[config.mk]
export PLATFORM = sky130hd
export DESIGN_NAME = gb3_cfg
export DESIGN_NICKNAME = d
export VERILOG_FILES = /design/src/hw/rtl/gaussian_blur_3x3_core_defines.svh /design/src/hw/rtl/gb3_pkg.sv /design/src/hw/rtl/gb3_cfg.sv
export SDC_FILE = /design/constraint.sdc
export NUM_CORES = 1
export LEC_CHECK = 0
export BUFFER_PORTS_ARGS = -buffer_cell sky130_fd_sc_hd__buf_2
export CAP_MARGIN = 20
export CORE_MARGIN = 8
export CORE_UTILIZATION = 42
export DETAILED_ROUTE_END_ITERATION = 6
export HOLD_SLACK_MARGIN = 0.08
export PLACE_DENSITY = 0.85
export SYNTH_ARGS = -nofsm -noshare
export SYNTH_HDL_FRONTEND = slang
export SYNTH_SLANG_ARGS = --single-unit
[constraint.sdc]
create_clock -name clk -period 1.5 [get_ports clk]
set_clock_uncertainty 0.05 [all_clocks]
set_input_delay 0.3 -clock clk [delete_from_list [all_inputs] [get_ports clk]]
set_output_delay 0.3 -clock clk [all_outputs]
set_load 0.03 [all_outputs]
[src/hw/rtl/gaussian_blur_3x3_core_defines.svh]
// Assertion macros for the 3x3 blur core.
// Needs clk and rst_n in the scope of the module that uses them.
`ifndef GAUSSIAN_BLUR_3X3_CORE_DEFINES_SVH
`define GAUSSIAN_BLUR_3X3_CORE_DEFINES_SVH
`ifndef SYNTHESIS
`define GB3_ASSERT_NOW(lbl, ante, cons) \
    lbl: assert property (@(posedge clk) disable iff (!rst_n) (ante) |-> (cons)) \
        else $error("gb3 same-cycle check failed");
`define GB3_ASSERT_NEXT(lbl, ante, cons) \
    lbl: assert property (@(posedge clk) disable iff (!rst_n) (ante) |=> (cons)) \
        else $error("gb3 next-cycle check failed");
`else
`define GB3_ASSERT_NOW(lbl, ante, cons)
`define GB3_ASSERT_NEXT(lbl, ante, cons)
`endif
`endif

[src/hw/rtl/gb3_pkg.sv]
// Shared constants and types for the 3x3 blur core.
// No dependencies.
`default_nettype none

package gb3_pkg;

    localparam int DEF_MAX_WIDTH  = 2048;
    localparam int DEF_MAX_HEIGHT = 4096;

    localparam int PIX_W      = 8;
    localparam int CFG_W_BITS = 12;
    localparam int CFG_H_BITS = 13;
    localparam int ROW_BITS   = 13;
    localparam int APB_ADDR_W = 3;
    localparam int APB_DATA_W = 32;
    localparam int WIN_TAPS   = 9;
    localparam int ACC_W      = 24;

    localparam logic [CFG_W_BITS-1:0] WIDTH_RESET  = 12'd640;
    localparam logic [CFG_H_BITS-1:0] HEIGHT_RESET = 13'd480;

    // register index, taken from paddr[2]
    localparam logic REG_IDX_WIDTH  = 1'b0;
    localparam logic REG_IDX_HEIGHT = 1'b1;

    localparam logic MODE_PIXEL = 1'b0;
    localparam logic MODE_FLUSH = 1'b1;

    // Q0.16 kernel weights, sum 65536
    localparam logic [ACC_W-1:0] W_CORNER   = 24'd4922;
    localparam logic [ACC_W-1:0] W_EDGE     = 24'd8116;
    localparam logic [ACC_W-1:0] W_CENTRE   = 24'd13384;
    localparam logic [ACC_W-1:0] ROUND_HALF = 24'd32768;

    typedef struct packed {
        logic emit;   // this beat produces a result
        logic last;   // result ends the frame
        logic top;    // row above is inside the frame
        logic bot;    // row below is inside the frame
        logic lft;    // column left is inside the frame
        logic rgt;    // column right is inside the frame
    } gb3_flags_t;

endpackage

`default_nettype wire

[src/hw/rtl/gb3_cfg.sv]
// APB register file: image width and height, plus clamped effective sizes.
// Depends on gb3_pkg.
`default_nettype none

module gb3_cfg #(
    parameter int MAX_WIDTH  = gb3_pkg::DEF_MAX_WIDTH,
    parameter int MAX_HEIGHT = gb3_pkg::DEF_MAX_HEIGHT
) (
    input  logic                                clk,
    input  logic                                rst_n,
    input  logic                                psel,
    input  logic                                penable,
    input  logic                                pwrite,
    input  logic [gb3_pkg::APB_ADDR_W-1:0]      paddr,
    input  logic [gb3_pkg::APB_DATA_W-1:0]      pwdata,
    output logic [gb3_pkg::APB_DATA_W-1:0]      prdata,
    output logic                                pready,
    output logic [$clog2(MAX_WIDTH+1)-1:0]      w_eff,
    output logic [$clog2(MAX_HEIGHT+1)-1:0]     h_eff
);
    import gb3_pkg::*;

    localparam int CW = $clog2(MAX_WIDTH + 1);
    localparam int HW = $clog2(MAX_HEIGHT + 1);

    logic [CFG_W_BITS-1:0] width_reg;
    logic [CFG_H_BITS-1:0] height_reg;
    logic                  wr_hit;

    assign pready = 1'b1;
    assign wr_hit = psel && penable && pwrite;

    always_ff @(posedge clk or negedge rst_n)
    begin
        if (!rst_n)
        begin
            width_reg  <= WIDTH_RESET;
            height_reg <= HEIGHT_RESET;
        end
        else if (wr_hit)
        begin
            unique case (paddr[2])
                REG_IDX_WIDTH:  width_reg  <= pwdata[CFG_W_BITS-1:0];
                REG_IDX_HEIGHT: height_reg <= pwdata[CFG_H_BITS-1:0];
            endcase
        end
    end

    always_comb
    begin
        unique case (paddr[2])
            REG_IDX_WIDTH:  prdata = APB_DATA_W'(width_reg);
            REG_IDX_HEIGHT: prdata = APB_DATA_W'(height_reg);
        endcase
    end

    // zero acts as one; oversize clamps to the line buffer depth (width) or to MAX_HEIGHT (height)
    always_comb
    begin
        if (width_reg == '0)
            w_eff = CW'(1);
        else if (32'(width_reg) > 32'(MAX_WIDTH))
            w_eff = CW'(MAX_WIDTH);
        else
            w_eff = CW'(width_reg);

        if (height_reg == '0)
            h_eff = HW'(1);
        else if (32'(height_reg) > 32'(MAX_HEIGHT))
            h_eff = HW'(MAX_HEIGHT);
        else
            h_eff = HW'(height_reg);
    end

endmodule

`default_nettype wire

==> qor.json <==
{
  "io_pins": {"value": 98},
  "ys_seq_elements": {"value": 25},
  "grt_pass1_wl": {"value": 6803, "unit": "µm"},
  "floorplan.initialDensity": {"value": 43.01, "unit": "%"},
  "synth_top_family_by_area": {"value": "multiplexers"},
  "timing.fmax": {"value": 554.4, "unit": "MHz"},
  "globalRouteOverflowTotal": {"value": 0},
  "power.leakage": {"value": 0.001203, "unit": "µW"},
  "synth-xor-area-share": {"value": 0, "unit": "%"},
  "critical_path.startpoint_type": {"value": "flip-flop"},
  "fillers": {"value": 268},
  "yosysSeqAreaShare": {"value": 41.14, "unit": "%"},
  "synth-edff-count": {"value": 0},
  "final_layout_size_suffix_gt1_share": {"value": 73.50, "unit": "%"},
  "run_status": {"value": "finished with violations"},
  "finalWeightedCongestion": {"value": 0.7374},
  "async_reset_ff_share": {"value": 100.0, "unit": "%"},
  "area_fraction_in_compound_gates_after_synthesis": {"value": 1.626, "unit": "%"},
  "avgViaCountPerCell": {"value": 4.698},
  "num_antenna_cells": {"value": 0},
  "placed_cells_incl_taps": {"value": 233},
  "antenna_violating_nets_post_route": {"value": 0},
  "first_pass_iters": {"value": 3},
  "crit_path_end_kind": {"value": "output port"},
  "yosys-mux-area-fraction": {"value": 28.78, "unit": "%"},
  "die_area": {"value": 0.005857, "unit": "mm²"},
  "tritoncts_clock_tree": {"value": "done"},
  "timing.max_cap.violations": {"value": 0},
  "synthCells": {"value": 128},
  "insertion_delay": {"value": 0.31, "unit": "ns"},
  "grt_use_total": {"value": 14.16, "unit": "%"},
  "vias_after_detailed_routing": {"value": 1165},
  "final_net_count": {"value": 241},
  "die_width": {"value": 76.53, "unit": "µm"},
  "synth-simple-area-share": {"value": 14.23, "unit": "%"},
  "r2r_cells": {"value": 3},
  "irDropWorstVdd": {"value": 0.0007405, "unit": "V"},
  "synth_top_flop_cell": {"value": "sky130_fd_sc_hd__dfrtp_1"},
  "critical_path_at": {"value": 1.45, "unit": "ns"},
  "violations": {"value": "negative setup slack"},
  "yosys.area_share.adder": {"value": 0, "unit": "%"},
  "drcViolationCount": {"value": 0},
  "path_class": {"value": "flip-flop to output port"},
  "worst_setup_hold_path_clk_slew": {"value": 0.15, "unit": "ns"},
  "final_period_minus_worst_setup_slack": {"value": 1.804, "unit": "ns"},
  "power.density": {"value": 1417, "unit": "mW/mm²"},
  "root_buffer": {"value": "sky130_fd_sc_hd__clkbuf_4"},
  "detail_route.iter0.violations": {"value": 22},
  "number_of_pins_exceeding_their_max_slew_limit_in_the_final_report": {"value": 0},
  "layout.cells.non_filler": {"value": 248},
  "largest_net_degree_at_the_start_of_global_routing": {"value": 26},
  "final-setup-viol-count": {"value": 34},
  "die-height": {"value": 76.53, "unit": "µm"},
  "hold_path_depth": {"value": 2},
  "dp_hpwl": {"value": 2942, "unit": "µm"},
  "routed_wl": {"value": 4533, "unit": "µm"},
  "grt_antenna_before_repair": {"value": 0},
  "floorplan.rows": {"value": 22},
  "slew_at_the_pin_closest_to_its_max_slew_limit": {"value": 0.5692, "unit": "ns"},
  "synthesis.yosys.warnings": {"value": 0},
  "place_worst_setup_slack": {"value": -0.01881, "unit": "ns"},
  "period_share": {"value": 120.3, "unit": "%"},
  "hp-class": {"value": "input port to flip-flop"},
  "cts_max_path_buffers": {"value": 2},
  "worst_path_setup_slack_after_routing": {"value": -0.3038, "unit": "ns"},
  "post_synth_num_cell_types": {"value": 20},
  "rsz0062_at_grt": {"value": "yes"},
  "worstPathRequired": {"value": 1.15, "unit": "ns"},
  "synth_area": {"value": 0.001539, "unit": "mm²"},
  "largest_register_ffs": {"value": 13},
  "std_cell_core_area": {"value": 0.003578, "unit": "mm²"},
  "grt_pass1_vias": {"value": 1294},
  "syn_area_per_cell": {"value": 12.02, "unit": "µm²"},
  "avgRoutedWirePerCell": {"value": 18.28, "unit": "µm"},
  "cts_bufs_inserted": {"value": 3},
  "report.final.hold_viol_count": {"value": 0},
  "ctsHtreeMaxLevel": {"value": 1},
  "crit_path_max_fanout": {"value": 2},
  "area_overhead_vs_synth": {"value": 56.02, "unit": "%"},
  "port-buffer-count": {"value": 56},
  "worst_slew_margin_rel": {"value": 62.06, "unit": "%"},
  "clock_sink_count": {"value": 25}
}
## per-layer routing
layer	wire [µm]	global-route usage [%]
met5	0	0
met4	8	3.077
met3	315	5.189
met2	2449	25.54
met1	1760	15.33
## path summary, 6_finish.rpt
kind                         startpoint  slack, ns             end
hold reg to reg            width_reg[0]       0.52    width_reg[0]
max in group asynchronous         rst_n       0.55   width_reg[10]
setup / recovery           width_reg[8]      -0.30        w_eff[0]
setup reg to reg           width_reg[8]       0.41    width_reg[8]
hold / removal               pwdata[12]       0.15  height_reg[12]
min in group asynchronous         rst_n       0.45   height_reg[9]
## synthesized netlist by cell type (2+ instances only)
library cell               count  area share, %
sky130_fd_sc_hd__buf_6         3            2.2
sky130_fd_sc_hd__dfstp_2       6             10
sky130_fd_sc_hd__mux2_2       26             19
sky130_fd_sc_hd__nor2b_1      22            8.9
sky130_fd_sc_hd__inv_1         2           0.49
sky130_fd_sc_hd__buf_4        20            9.8
sky130_fd_sc_hd__mux2_4       10            9.8
sky130_fd_sc_hd__dfrtp_1      19             31
sky130_fd_sc_hd__conb_1        2           0.49
sky130_fd_sc_hd__nor4_1        5            2.0
sky130_fd_sc_hd__clkbuf_1      4           0.98
## power breakdown
| part | switching [µW] | internal [µW] | leakage, µW |
|---|---|---|---|
| sequential | 196 | 854 | 0.000288 |
| combinational | 1010 | 1040 | 0.000898 |
| clock | 206 | 99.6 | 0.0000177 |
## cell families after synthesis
| group | count (synthesis) |
|---|---|
| buffers and inverters | 30 |
| other | 2 |
| AND/OR/NAND/NOR | 32 |
| AO/OA/AOI/OAI | 3 |
| flip-flops | 25 |
| multiplexers | 36 |
## cells in the final DEF, fill, tap and decap left out
| cell type | count |
|---|---|
| sky130_fd_sc_hd__buf_4 | 16 |
| sky130_fd_sc_hd__dfstp_2 | 6 |
| sky130_fd_sc_hd__mux2_2 | 17 |
| sky130_fd_sc_hd__inv_1 | 1 |
| sky130_fd_sc_hd__nand4b_4 | 1 |
| sky130_fd_sc_hd__dfrtp_2 | 3 |
| sky130_fd_sc_hd__a32o_1 | 1 |
| sky130_fd_sc_hd__nor2_1 | 1 |
| sky130_fd_sc_hd__nand4_2 | 1 |
| sky130_fd_sc_hd__mux2_4 | 19 |
| sky130_fd_sc_hd__o21ai_2 | 1 |
| sky130_fd_sc_hd__inv_2 | 1 |
| sky130_fd_sc_hd__conb_1 | 20 |
| sky130_fd_sc_hd__nor4_2 | 3 |
| sky130_fd_sc_hd__nand2_1 | 1 |
| sky130_fd_sc_hd__nor2b_4 | 11 |
| sky130_fd_sc_hd__nor2b_1 | 11 |
| sky130_fd_sc_hd__dfrtp_1 | 16 |
| sky130_fd_sc_hd__buf_6 | 40 |
| sky130_fd_sc_hd__and2_4 | 1 |
| sky130_fd_sc_hd__a41o_1 | 1 |
| sky130_fd_sc_hd__buf_2 | 18 |
| sky130_fd_sc_hd__clkinv_2 | 1 |
| sky130_fd_sc_hd__nor4_4 | 2 |
| sky130_fd_sc_hd__buf_12 | 2 |
| sky130_fd_sc_hd__clkbuf_4 | 3 |
| sky130_fd_sc_hd__dlygate4sd3_1 | 1 |
| sky130_fd_sc_hd__clkbuf_16 | 1 |
## worst max-delay path, cell delays in order, from the launching register on
cell	delay [ns]
sky130_fd_sc_hd__dfrtp_1	0.44
sky130_fd_sc_hd__nor4_4	0.31
sky130_fd_sc_hd__a41o_1	0.24
sky130_fd_sc_hd__buf_6	0.14
## per-stage QoR
step | setup TNS [ns] | instance area, µm² | utilization (%) | total power, µW | hold slack [ns]
floorplan | 0 | 1607 | - | 1993 | -0.04559
global placement | 0 | 1838 | 51.36 | 2369 | 0.2629
detailed placement | -0.1219 | 1838 | 51.36 | 2396 | 0.2733
CTS | -3.450 | 2171 | 60.66 | 3092 | 0.1442
global route | -5.501 | 2401 | 67.10 | 3566 | 0.1442
finish | -3.566 | 2401 | 67.10 | 3403 | 0.1546
## timing repair
action / 4_1_cts / 5_1_grt
pin swaps: 5 / 5
setup buffers: 6 / 5
endpoints found under the hold margin: 19 / 0
endpoints found under the setup margin: 37 / 38
hold buffers: 1 / 0
cloned: 0 / 1
gates resized for setup: 75 / 50
## final cells by class
| class | instances | area [µm²] | share of cell area [%] |
|---|---|---|---|
| clock inverters | 1 | 5.005 | 0.2084 |
| multi-input cells | 91 | 933.4 | 38.87 |
| inverters | 2 | 7.507 | 0.3127 |
| clock buffers | 3 | 22.52 | 0.9380 |
| flip-flops and latches | 25 | 636.9 | 26.52 |
| well taps | 48 | 60.06 | 2.501 |
| repair buffers | 78 | 735.7 | 30.64 |
No activity file was read; power rests on OpenSTA's default activity.
