File: config.mk
export PLATFORM = sky130hd
export DESIGN_NAME = gb3_pos
export DESIGN_NICKNAME = d
export VERILOG_FILES = /design/src/hw/rtl/gb3_pkg.sv /design/src/hw/rtl/gb3_pos.sv
export VERILOG_INCLUDE_DIRS = /design/src /design/src/hw/rtl
export SDC_FILE = /design/constraint.sdc
export NUM_CORES = 1
export LEC_CHECK = 0
export ABC_AREA = 0
export BUFFER_PORTS_ARGS = -buffer_cell sky130_fd_sc_hd__buf_2
export CORE_ASPECT_RATIO = 1.25
export CORE_MARGIN = 2
export CORE_UTILIZATION = 28
export CTS_CLUSTER_DIAMETER = 120
export CTS_CLUSTER_SIZE = 30
export DETAILED_ROUTE_END_ITERATION = 12
export PLACE_DENSITY = 0.48
export SYNTH_ARGS = -nofsm -noshare
export SYNTH_HDL_FRONTEND = slang
export SYNTH_SLANG_ARGS = --single-unit
File: constraint.sdc
create_clock -name clk -period 6.05 [get_ports clk]
set_input_delay 0.605 -clock clk [delete_from_list [all_inputs] [get_ports clk]]
set_output_delay 0.605 -clock clk [all_outputs]
set_load 0.1 [all_outputs]
File: src/hw/rtl/gaussian_blur_3x3_core_defines.svh
// Assertion macros for the 3x3 blur core.
// Needs clk and rst_n in the scope of the module that uses them.
`ifndef GAUSSIAN_BLUR_3X3_CORE_DEFINES_SVH
`define GAUSSIAN_BLUR_3X3_CORE_DEFINES_SVH
`ifndef SYNTHESIS
`define GB3_ASSERT_NOW(lbl, ante, cons) \
    lbl: assert property (@(posedge clk) disable iff (!rst_n) (ante) |-> (cons)) \
        else $error("gb3 same-cycle check failed");
`define GB3_ASSERT_NEXT(lbl, ante, cons) \
    lbl: assert property (@(posedge clk) disable iff (!rst_n) (ante) |=> (cons)) \
        else $error("gb3 next-cycle check failed");
`else
`define GB3_ASSERT_NOW(lbl, ante, cons)
`define GB3_ASSERT_NEXT(lbl, ante, cons)
`endif
`endif

File: src/hw/rtl/gb3_pkg.sv
// Shared constants and types for the 3x3 blur core.
// No dependencies.
`default_nettype none

package gb3_pkg;

    localparam int DEF_MAX_WIDTH  = 2048;
    localparam int DEF_MAX_HEIGHT = 4096;

    localparam int PIX_W      = 8;
    localparam int CFG_W_BITS = 12;
    localparam int CFG_H_BITS = 13;
    localparam int ROW_BITS   = 13;
    localparam int APB_ADDR_W = 3;
    localparam int APB_DATA_W = 32;
    localparam int WIN_TAPS   = 9;
    localparam int ACC_W      = 24;

    localparam logic [CFG_W_BITS-1:0] WIDTH_RESET  = 12'd640;
    localparam logic [CFG_H_BITS-1:0] HEIGHT_RESET = 13'd480;

    // register index, taken from paddr[2]
    localparam logic REG_IDX_WIDTH  = 1'b0;
    localparam logic REG_IDX_HEIGHT = 1'b1;

    localparam logic MODE_PIXEL = 1'b0;
    localparam logic MODE_FLUSH = 1'b1;

    // Q0.16 kernel weights, sum 65536
    localparam logic [ACC_W-1:0] W_CORNER   = 24'd4922;
    localparam logic [ACC_W-1:0] W_EDGE     = 24'd8116;
    localparam logic [ACC_W-1:0] W_CENTRE   = 24'd13384;
    localparam logic [ACC_W-1:0] ROUND_HALF = 24'd32768;

    typedef struct packed {
        logic emit;   // this beat produces a result
        logic last;   // result ends the frame
        logic top;    // row above is inside the frame
        logic bot;    // row below is inside the frame
        logic lft;    // column left is inside the frame
        logic rgt;    // column right is inside the frame
    } gb3_flags_t;

endpackage

`default_nettype wire

File: src/hw/rtl/gb3_pos.sv
// Stream position tracker: column/row of the incoming beat and border flags
// for the result it completes. Depends on gb3_pkg.
`default_nettype none
`include "gaussian_blur_3x3_core_defines.svh"

module gb3_pos #(
    parameter int MAX_WIDTH  = gb3_pkg::DEF_MAX_WIDTH,
    parameter int MAX_HEIGHT = gb3_pkg::DEF_MAX_HEIGHT
) (
    input  logic                                clk,
    input  logic                                rst_n,
    input  logic                                accept,
    input  logic [$clog2(MAX_WIDTH+1)-1:0]      w_eff,
    input  logic [$clog2(MAX_HEIGHT+1)-1:0]     h_eff,
    output logic [$clog2(MAX_WIDTH)-1:0]        addr,
    output gb3_pkg::gb3_flags_t                 flags
);
    import gb3_pkg::*;

    localparam int AW  = $clog2(MAX_WIDTH);
    localparam int CW  = $clog2(MAX_WIDTH + 1);
    localparam int HW  = $clog2(MAX_HEIGHT + 1);
    localparam int RCW = (HW > ROW_BITS) ? HW : ROW_BITS;

    logic [AW-1:0]       col_reg, col_next;
    logic [ROW_BITS-1:0] row_reg, row_next;

    logic                wrap_in, wrap_out;
    logic [AW-1:0]       col_cur;
    logic [ROW_BITS-1:0] row_cur;
    logic [CW-1:0]       col_inc, wm1, c_x;
    logic [ROW_BITS-1:0] res_row;
    logic [AW-1:0]       res_col;
    logic [RCW-1:0]      r_x, hm1_x;

    always_comb
    begin
        // a column beyond the width (width just shrunk) starts the next row
        wrap_in = CW'(col_reg) >= w_eff;
        col_cur = wrap_in ? '0 : col_reg;
        row_cur = wrap_in ? row_reg + ROW_BITS'(1) : row_reg;
        col_inc = CW'(col_cur) + CW'(1);
        wrap_out = col_inc >= w_eff;
        wm1 = w_eff - CW'(1);

        // result lags the input by one row and one pixel
        if (col_cur != '0)
        begin
            res_row = row_cur - ROW_BITS'(1);
            res_col = col_cur - AW'(1);
        end
        else
        begin
            res_row = row_cur - ROW_BITS'(2);
            res_col = AW'(wm1);
        end

        r_x   = RCW'(res_row);
        hm1_x = RCW'(h_eff - HW'(1));
        c_x   = CW'(res_col);

        flags.emit = !((row_cur == '0) || (row_cur == ROW_BITS'(1) && col_cur == '0));
        flags.last = flags.emit && ((r_x > hm1_x) || (r_x == hm1_x && c_x == wm1));
        flags.top  = res_row != '0;
        flags.bot  = r_x < hm1_x;
        flags.lft  = res_col != '0;
        flags.rgt  = c_x < wm1;

        if (flags.last)
        begin
            col_next = '0;
            row_next = '0;
        end
        else if (wrap_out)
        begin
            col_next = '0;
            row_next = row_cur + ROW_BITS'(1);
        end
        else
        begin
            col_next = AW'(col_inc);
            row_next = row_cur;
        end
    end

    assign addr = col_cur;

    always_ff @(posedge clk or negedge rst_n)
    begin
        if (!rst_n)
        begin
            col_reg <= '0;
            row_reg <= '0;
        end
        else if (accept)
        begin
            col_reg <= col_next;
            row_reg <= row_next;
        end
    end

    `GB3_ASSERT_NEXT(a_pos_frame_restart, accept && flags.last, col_reg == '0 && row_reg == '0)

endmodule

`default_nettype wire

==> summary.txt, run 1 <==
STA
  • Final setup fails: 0
  • Normalized max-slew margin: 0.428
  • Final worst path period share: 0.953
  • Fin. max-slew vios: 0
  • Clock Skews: 0.00382 ns
  • Minimum clock period after layout: 5.77 ns
  • Worst Tran Pin Value: 0.836 ns
  • Highest Clock Rate: 173 MHz
  • Count of final hold-check violations: 0

CTS
  • Clock Path Buffers: 2
  • CTS Buf Count: 3
  • H-tree depth: 1
  • Clock Latency Late Sink: 0.26 ns
  • Sink Count: 24
  • Hold_buf cts: 0
  • TritonCTS clock tree: yes
  • CTS Root Cell: clkbuf_16
  • Clock-pin slew on the worst setup and hold paths: 0.07 ns

Route
  • DR iter-0 viols: 256
  • Routed len/inst: 17.8 um
  • Drt pass-1 iters: 5
  • Vias/cell: 5.37
  • ANT nets after route: 0
  • Post-Route WL: 14900 um
  • Vias: 4513
  • Number of remaining DRC errors: 0

Layout
  • Share of layout cells above drive strength 1: 0.192
  • Leading cell types in the layout, fill and taps excluded: ha_1 (55), xnor2_1 (44), nor2_1 (43), nand2_1 (42), buf_4 (42)
  • Ant. Diodes: 0
  • Fillers: 1618
  • Reg area: 601 um2
  • Fin cells: 841
  • Layout area overhead: 20.0%
  • Most common cell after layout, fill and taps aside: ha_1
  • Area occupied by multi-input gates: 3640 um2
  • Max reg flops: 13
  • Fin nets: 714

Critical path
  • Max Fanout on Critical Path: 5
  • Critical path type: primary input to primary output
  • Crit path capture type: primary output
  • WP data arrival: 5.16 ns
  • Critical Path Start Type: primary input
  • Worst EP required: 5.44 ns

Floorplan
  • Die H: 144 um
  • Ports: 45
  • Starting density of the core: 0.285
  • Area of the core: 15500 um2
  • Die footprint: 16800 um2
  • Chip width: 116 um
  • Row count: 51

Synth
  • Post-synth cell types: 71
  • Synthesized cell area: 4410 um2
  • Post-synth EDFFs: 0
  • Cells after Synth: 572
  • Mapped Avg Cell Area: 7.72 um2
  • Asr flop ratio synth: 1.00
  • Synth top area share: 0.159
  • Seq/Total Area, Yosys: 0.136
  • Main area contributors after synthesis: ha_1 (16%), dfrtp_1 (14%), xnor2_1 (8.9%), xor2_1 (4.0%), nor2_1 (3.7%)
  • Synth Register Bits: 24
  • Yosys synthesis warning count: 0
  • Area leader, netlist: ha_1
  • Prevailing post-synth register cell: dfrtp_1
  • Post-synth net total: 656

Placed design
  • Port Buf Inserts: 44
  • Placed insts: 835
  • Post-DP HPWL: 12200 um
  • Final estimated routing congestion in global placement: 0.955

Power
  • Leak: 2.32 nW
  • Tot Pwr: 2.13 mW
  • Maximum vdd ir drop: 0.000173 V
  • Pwr Density: 402 nW/um2

Worst hold path
  • Tightest Hold Check Type: primary input to async pin

Global routing
  • Grt ovf: 0
  • GRT Util Overall: 0.184
  • Initial antenna violation count: 0
  • First-pass GRT wire length: 24200 um
  • Pin count of the biggest net entering global routing: 25
  • Vias in the first global route: 4617

Run status
  • Status: finished, final reports clean

Run
  • Maxcap violations: 0
[final timing paths]
kind                                    startpoint                       to  depth (start not counted)  slack (ns)
setup / recovery                          w_eff[9]                 flags[4]                         25        0.28
hold / removal                               rst_n  row_reg[11]$_DFFE_PN0P_                          1        0.34
setup reg to reg           col_reg[10]$_DFFE_PN0P_   row_reg[4]$_DFFE_PN0P_                         24        0.75
hold reg to reg            row_reg[12]$_DFFE_PN0P_  row_reg[12]$_DFFE_PN0P_                          2        0.58
max in group asynchronous                    rst_n   col_reg[8]$_DFFE_PN0P_                          1        5.31
min in group clk           row_reg[12]$_DFFE_PN0P_  row_reg[12]$_DFFE_PN0P_                          2        0.58
[synthesized netlist by cell type (3+ instances only)]
master and number:
ha_1 56, xnor2_1 45, nor2_1 44, nand2_1 42, inv_1 32, nor3_1 25, dfrtp_1 24, nand3_1 23
clkbuf_1 22, o21ai_0 22, a21oi_1 20, xor2_1 20, a32o_1 13, and3_1 11, a21o_1 10, nand4_1 10
nor4_1 10, mux2i_1 9, nand2b_1 9, a211oi_1 7, o31ai_1 7, or4_1 7, buf_2 6, o21a_1 6
a2111oi_0 5, nor2b_1 5, o21ai_1 5, a31oi_1 4, and2_1 4, buf_1 4, nand4b_1 4, or3_1 4
and4_1 3, nor3b_1 3, o211ai_1 3, o22ai_1 3, or2_2 3
[cell type report]
type	count	area share
inverters	33	0.0241
well taps	212	0.0501
clock buffers	4	0.0168
repair buffers	86	0.108
multi-input cells	482	0.688
flip-flops and latches	24	0.113
[per-layer routing]
metal | wire, um | track usage
met4 | 684 | 0.0733
met1 | 6120 | 0.215
met2 | 7700 | 0.338
met5 | 0 | 0
met3 | 438 | 0.0201
[repair_timing]
item | in CTS | in global routing
pin swaps | 0 | 2
endpoints found under the hold margin | 0 | 0
buffers inserted | 0 | 2
gates resized for setup | 1 | 9
endpoints found under the setup margin | 1 | 2
[cell families (layout without fill, tap and decap cells)]
group                    Yosys count  after routing  synth area share
adder cells (fa/ha/maj)           56             56             0.159
AO/OA/AOI/OAI                    133            133             0.230
flip-flops                        24             24             0.136
XOR/XNOR                          65             65             0.129
multiplexers                      10             10            0.0230
AND/OR/NAND/NOR                  218            218             0.264
buffers and inverters             66            123            0.0595
[critical path, cell delays in order]
cell        delay [ns]
buf_2             0.11
inv_1             0.07
ha_1              0.31
a211o_1           0.29
o211ai_1          0.20
o31ai_4           0.15
nor2_4            0.17
buf_4             0.15
xnor2_2           0.10
inv_1             0.08
ha_1              0.23
and3_2            0.22
o21ai_4           0.21
nor2_1            0.08
xor2_1            0.14
ha_1              0.32
a21o_1            0.16
a21o_1            0.18
a2111oi_2         0.39
inv_1             0.09
o31ai_2           0.25
a21oi_1           0.14
o31ai_4           0.11
clkinvlp_4        0.17
buf_6             0.20
[report_power, final]
part	switching (mW)	internal, mW
Clock	0.0634	0.101
Sequential	0.0402	0.190
Combinational	1.07	0.661
Total	1.18	0.952
[metrics by stage]
step                      cell area [um2]  setup TNS (ns)  utilization  hold WS, ns  worst slack, ns
after global routing                 5300        -0.00430        0.342        0.396         -0.00430
after detailed placement             5160         -0.0176        0.333        0.570          -0.0176
after global placement               5160               0        0.333        0.566            0.139
after floorplan                      4480               0            -        0.309          0.00883
after CTS                            5250               0        0.339        0.369           0.0399
final                                5300               0        0.342        0.344            0.281
Note: power is estimated with default switching activity, not from simulation.
==> run 2: changes to the inputs <==
--- a/config.mk
+++ b/config.mk
@@ -7,7 +7,7 @@
 export NUM_CORES = 1
 export LEC_CHECK = 0
 export ABC_AREA = 0
-export BUFFER_PORTS_ARGS = -buffer_cell sky130_fd_sc_hd__buf_2
+export BUFFER_PORTS_ARGS = -buffer_cell sky130_fd_sc_hd__buf_4
 export CORE_ASPECT_RATIO = 1.25
 export CORE_MARGIN = 2
 export CORE_UTILIZATION = 28
==> run 2 against run 1 <==
Net effect:
- setup slack got worse by 0.0091 ns
- critical path depth down 1
- via count is 0.58% higher
- design area increased by 1.9%
- wire length down 0.47%
- power fell by 0.22%
==> summary.txt, run 2 (synthesis gave the netlist of run 1 again) <==
Route
  • Routed len/inst: 17.7 um
  • DR iter-0 viols: 209
  • Number of remaining DRC errors: 0
  • Vias: 4539
  • Vias/cell: 5.40
  • Post-Route WL: 14900 um
  • ANT nets after route: 0
  • Drt pass-1 iters: 4

CTS
  • CTS Buf Count: 3
  • CTS Root Cell: clkbuf_16
  • Clock-pin slew on the worst setup and hold paths: 0.07 ns
  • Clock Path Buffers: 2
  • H-tree depth: 1
  • Sink Count: 24
  • TritonCTS clock tree: yes
  • Clock Latency Late Sink: 0.26 ns
  • Hold_buf cts: 0

Placed design
  • Port Buf Inserts: 44
  • Placed insts: 832
  • Placement Cell Area: 5210 um2
  • Final estimated routing congestion in global placement: 0.918
  • Post-DP HPWL: 12200 um

STA
  • Highest Clock Rate: 173 MHz
  • Unrepaired setup endpoints after global routing: no
  • Count of final hold-check violations: 0
  • Worst Tran Pin Value: 0.829 ns
  • Minimum clock period after layout: 5.78 ns
  • Setup TNS: 0 ns
  • Final setup fails: 0
  • Clock Skews: 0.00260 ns
  • Hold Slack: 0.238 ns
  • Final worst path period share: 0.955
  • Normalized max-slew margin: 0.444
  • Fin. max-slew vios: 0

Layout
  • Fillers: 1622
  • Max reg flops: 13
  • Ant. Diodes: 0
  • Leading cell types in the layout, fill and taps excluded: buf_4 (84), ha_1 (55), xnor2_1 (44), nor2_1 (43), nand2_1 (41)
  • Layout area overhead: 22.3%
  • Fin cells: 840
  • Share of layout cells above drive strength 1: 0.194
  • Fin nets: 713
  • Final instance area: 5400 um2
  • Most common cell after layout, fill and taps aside: buf_4
  • Finished Core Util: 0.348

Global routing
  • GR Layer Usage met1: 0.214
  • GRT Util Overall: 0.182
  • Grt ovf: 0
  • Initial antenna violation count: 0
  • Vias in the first global route: 4561
  • Grt met2 use: 0.333
  • First-pass GRT wire length: 24100 um
  • Busiest grt layer: met2
  • Met3 GRT Util: 0.0163
  • Pin count of the biggest net entering global routing: 25

Run
  • Maxcap violations: 0

Floorplan
  • Die footprint: 16800 um2
  • Starting density of the core: 0.285
  • Row count: 51
  • Chip width: 116 um
  • Ports: 45
  • Die H: 144 um
  • Area of the core: 15500 um2

Power
  • Leak: 2.34 nW
  • Pwr Density: 394 nW/um2
  • Maximum vdd ir drop: 0.000193 V

Critical path
  • WP data arrival: 5.17 ns
  • CP peak stage delay: 0.45 ns
  • Library cell appearing most often on the critical path: ha_1
  • Critical Path Start Type: primary input
  • Slowest-stage cell, CP: a2111oi_4
  • Critical path type: primary input to primary output
  • CP Cell Sequence: buf_4 -> ha_1 -> nand2b_4 -> a2111oi_4 -> buf_4 -> o31a_4 -> nand2_1 -> o21ai_2 -> inv_1 -> ha_1 -> and3_1 -> o21ai_2 -> nor2_1 -> xor2_1 -> ha_1 -> a21o_1 -> a21o_1 -> a2111oi_4 -> inv_1 -> o31ai_2 -> a21oi_1 -> o31ai_4 -> clkinvlp_4 -> buf_8
  • Crit path capture type: primary output
  • Max Fanout on Critical Path: 6
  • Worst EP required: 5.44 ns

Worst hold path
  • Tightest Hold Check Type: primary input to async pin

Run status
  • Status: finished, final reports clean
==> run 2: cell count changes in the layout (fill, tap and decap cells not counted), moves of 2 or more <==
cell     delta
buf_12      -2
o21ai_2     +2
buf_4      +42
buf_2      -41
==> run 2: layout make-up <==
cell class                 count  area [um2]  share of cell area
timing repair buffer          85         646               0.120
multi-input combinational    482        3670               0.680
clock buffer                   4        88.8              0.0165
sequential                    24         601               0.111
tap                          212         265              0.0492
inverter                      33         128              0.0236
==> run 2: path summary, 6_finish.rpt <==
kind | from | slack [ns] | endpoint | depth (start not counted)
max reg2reg | col_reg[0]$_DFFE_PN0P_ | 0.63 | col_reg[9]$_DFFE_PN0P_ | 23
min | rst_n | 0.24 | row_reg[10]$_DFFE_PN0P_ | 1
min in group clk | row_reg[12]$_DFFE_PN0P_ | 0.59 | row_reg[12]$_DFFE_PN0P_ | 2
max in group asynchronous | rst_n | 5.56 | col_reg[0]$_DFFE_PN0P_ | 1
min reg2reg | row_reg[12]$_DFFE_PN0P_ | 0.59 | row_reg[12]$_DFFE_PN0P_ | 2
max | w_eff[0] | 0.27 | flags[4] | 24
==> run 2: worst max-delay path: cells and delay by family <==
kind,cells,cell delay (ns)
AOI/OAI and AO/OA,10,2.20
and+or+nand+nor,4,0.51
buffers and inverters,6,0.88
xor gates and xnor gates,1,0.15
adders and majority gates,3,0.82
==> run 2: power breakdown <==
group	switching (mW)	internal, mW	leakage [nW]
combinational	1.07	0.662	1.98
clock	0.0609	0.101	0.0442
sequential	0.0387	0.190	0.322
total	1.17	0.953	2.34
==> run 2: repair_timing <==
action                                  4_1_cts  5_1_grt
endpoints found under the setup margin        1        2
setup buffers                                 0        4
gates resized for setup                       1       13
pin swaps                                     0        2
endpoints found under the hold margin         0        0
==> run 2: per-stage QoR <==
step           setup slack [ns]  power [mW]
6_report                  0.272        2.12
5_1_grt                  0.0230        2.29
4_1_cts                  0.0301        2.04
3_5_place_dp            0.00884        1.87
3_3_place_gp              0.155        1.86
2_1_floorplan           0.00883        1.46
==> run 2: metal layers <==
| metal | share of wire | routed length (um) |
|---|---|---|
| met5 | 0 | 0 |
| met4 | 0.044 | 652 |
| met3 | 0.031 | 467 |
| met2 | 0.52 | 7690 |
| met1 | 0.41 | 6060 |
==> run 3: changes to the inputs <==
--- a/config.mk
+++ b/config.mk
@@ -7,14 +7,15 @@
 export NUM_CORES = 1
 export LEC_CHECK = 0
 export ABC_AREA = 0
-export BUFFER_PORTS_ARGS = -buffer_cell sky130_fd_sc_hd__buf_4
 export CORE_ASPECT_RATIO = 1.25
 export CORE_MARGIN = 2
 export CORE_UTILIZATION = 28
+export CTS_BUF_LIST = sky130_fd_sc_hd__clkbuf_2 sky130_fd_sc_hd__clkbuf_4 sky130_fd_sc_hd__clkbuf_8
 export CTS_CLUSTER_DIAMETER = 120
 export CTS_CLUSTER_SIZE = 30
 export DETAILED_ROUTE_END_ITERATION = 12
-export PLACE_DENSITY = 0.48
+export DONT_BUFFER_PORTS = 1
+export PLACE_DENSITY = 0.46
 export SYNTH_ARGS = -nofsm -noshare
 export SYNTH_HDL_FRONTEND = slang
 export SYNTH_SLANG_ARGS = --single-unit
==> run 3 against run 2 <==
Net effect:
- die area did not move
- clock-buffer cell count stayed put
- wire length decreased by 2.7%
- fmax rose by 0.56%
- highest routed layer unchanged
- sequential power shrank 2%
- critical path type is now register to primary output
- global-route usage shrank 0.64 points
==> summary.txt, run 3 (synthesis gave the netlist of run 1 again) <==
Route
  • Drt pass-1 iters: 4
  • Vias/cell: 5.41
  • Routed len/inst: 18.2 um
  • Post-Route WL: 14500 um
  • DR iter-0 viols: 178
  • Vias: 4311
  • Number of remaining DRC errors: 0
  • ANT nets after route: 0

STA
  • Hold Slack: 0.128 ns
  • Count of final hold-check violations: 0
  • Final setup fails: 0
  • Final worst path period share: 0.950
  • Setup TNS: 0 ns
  • Minimum clock period after layout: 5.75 ns
  • Clock Skews: 0.00416 ns
  • Fin. max-slew vios: 0
  • Normalized max-slew margin: 0.339
  • Worst setup margin: 0.305 ns
  • Highest Clock Rate: 174 MHz
  • Worst Tran Pin Value: 0.995 ns

CTS
  • Clock Latency Late Sink: 0.28 ns
  • TritonCTS clock tree: yes
  • CTS Root Cell: clkbuf_8
  • Sink Count: 24
  • Post-CTS Setup Bufs: 0
  • Clock-pin slew on the worst setup and hold paths: 0.09 ns
  • Clock Path Buffers: 2
  • CTS Buf Count: 3
  • H-tree depth: 1

Critical path
  • Worst EP required: 5.44 ns
  • WP data arrival: 5.14 ns
  • Reg2reg setup slack: 0.68 ns
  • Delay-heaviest family, CP: compound AO/OA/AOI/OAI gates
  • Critical path capture point: flags[4]
  • Reg2Reg Depth: 22
  • Critical Path Start Type: register
  • CP peak stage delay: 0.46 ns
  • Slowest-stage cell, CP: dfrtp_2
  • Critical path type: register to primary output
  • Critical R2R Launch: col_reg[10]$_DFFE_PN0P_
  • Crit path depth: 23
  • Worst Setup SP: col_reg[10]$_DFFE_PN0P_
  • CP Cell Sequence: ha_1 -> and4b_2 -> nand2_2 -> o31ai_4 -> buf_4 -> o21ai_0 -> o21ai_0 -> inv_1 -> ha_1 -> and3_1 -> o21ai_4 -> nor2_1 -> xor2_1 -> ha_1 -> a21o_1 -> a21o_1 -> a2111oi_4 -> inv_1 -> o31ai_4 -> a21oi_1 -> o31ai_4 -> clkinvlp_4 -> buf_6
  • R2r endpoint: col_reg[9]$_DFFE_PN0P_
  • WP buf/inv: 5
  • Crit path capture type: primary output
  • Max Fanout on Critical Path: 7

Floorplan
  • Chip width: 116 um
  • Starting density of the core: 0.285
  • Area of the core: 15500 um2
  • Die footprint: 16800 um2
  • Ports: 45
  • Die H: 144 um
  • Row count: 51

Power
  • Clock share of power: 0.057
  • Pwr Density: 402 nW/um2
  • Sequential power share: 0.109
  • Switch Pwr: 1.16 mW
  • Sw Ratio: 0.565
  • Maximum vdd ir drop: 0.000270 V
  • Tot Pwr: 2.06 mW
  • Internal: 0.895 mW
  • Combinational power share: 0.834
  • Leak: 2.15 nW

Layout
  • Share of layout cells above drive strength 1: 0.135
  • Fin nets: 670
  • Leading cell types in the layout, fill and taps excluded: ha_1 (55), xnor2_1 (44), nand2_1 (42), nor2_1 (41), buf_4 (35)
  • Final instance area: 5110 um2
  • Max reg flops: 13
  • Layout area overhead: 15.8%
  • Ant. Diodes: 0
  • Most common cell after layout, fill and taps aside: ha_1

Global routing
  • First-pass GRT wire length: 23200 um
  • Vias in the first global route: 4372
  • Pin count of the biggest net entering global routing: 25
  • Initial antenna violation count: 0
  • GRT Util Overall: 0.175
  • Grt ovf: 0

Placed design
  • Post-DP HPWL: 11700 um
  • Final estimated routing congestion in global placement: 0.885
  • Port Buf Inserts: 0
  • Placement Cell Area: 4970 um2
  • Place WS: 0.0462 ns

Run status
  • Status: finished, final reports clean

Run
  • Maxcap violations: 0

Worst hold path
  • Tightest Hold Check Type: primary input to async pin
## run 3: changes by cell type in the layout (fill, tap and decap cells not counted), moves of 2 or more
cell	change
nor2_1	-2
buf_6	+2
o21ai_2	-2
clkbuf_8	+3
buf_12	+5
buf_4	-49
clkbuf_16	-3
nor2_2	+2
o21ai_0	+2
## run 3: worst reg2reg max path, delay by kind of cell (launching register included)
family / cells / cell delay, ns
adders and majority gates: 3 / 0.82
AOI/OAI and AO/OA: 10 / 1.84
DFF: 1 / 0.46
buffers and inverters: 1 / 0.25
and+or+nand+nor: 8 / 1.87
## run 3: repair_timing
item / CTS / global route
gates resized for setup: 2 / 10
hold buffers: 1 / 0
endpoints found under the setup margin: 1 / 2
hold endpoints to repair: 24 / 0
## run 3: layer usage
metal / track usage / part of all wire / vias to the layer above
li1: - / - / 2141
met3: 0.0339 / 0.047 / 29
met2: 0.329 / 0.52 / 114
met4: 0.0482 / 0.031 / 0
met5: 0 / 0 / -
met1: 0.199 / 0.40 / 2027
## run 3: stage by stage
stage	util	instances
3_5_place_dp	0.321	792
6_report	0.330	797
4_1_cts	0.326	797
5_1_grt	0.330	797
3_3_place_gp	0.321	792
2_1_floorplan	-	572
## run 3: how the worst min path moves through the flow
stage               start                      end  slack [ns]
floorplan           rst_n   col_reg[0]$_DFFE_PN0P_        0.31
global placement    rst_n  row_reg[11]$_DFFE_PN0P_        0.31
detailed placement  rst_n  row_reg[11]$_DFFE_PN0P_        0.31
CTS                 rst_n  row_reg[11]$_DFFE_PN0P_        0.12
global route        rst_n  row_reg[11]$_DFFE_PN0P_        0.12
finish              rst_n  row_reg[11]$_DFFE_PN0P_        0.13
## run 3: power groups by stage
stage               logic (mW)  clock network (mW)  registers, mW
finish                    1.71               0.118          0.225
global route              1.88               0.128          0.228
floorplan                 1.24                   0          0.215
detailed placement        1.64                   0          0.227
global placement          1.62                   0          0.227
CTS                       1.66               0.122          0.224
## run 3: final cells by class
cell class                 count  area, um2
clock buffer                   4       55.1
fill                        1637      10400
inverter                      33        128
multi-input combinational    482       3680
sequential                    24        602
tap                          212        265
timing repair buffer          42        385
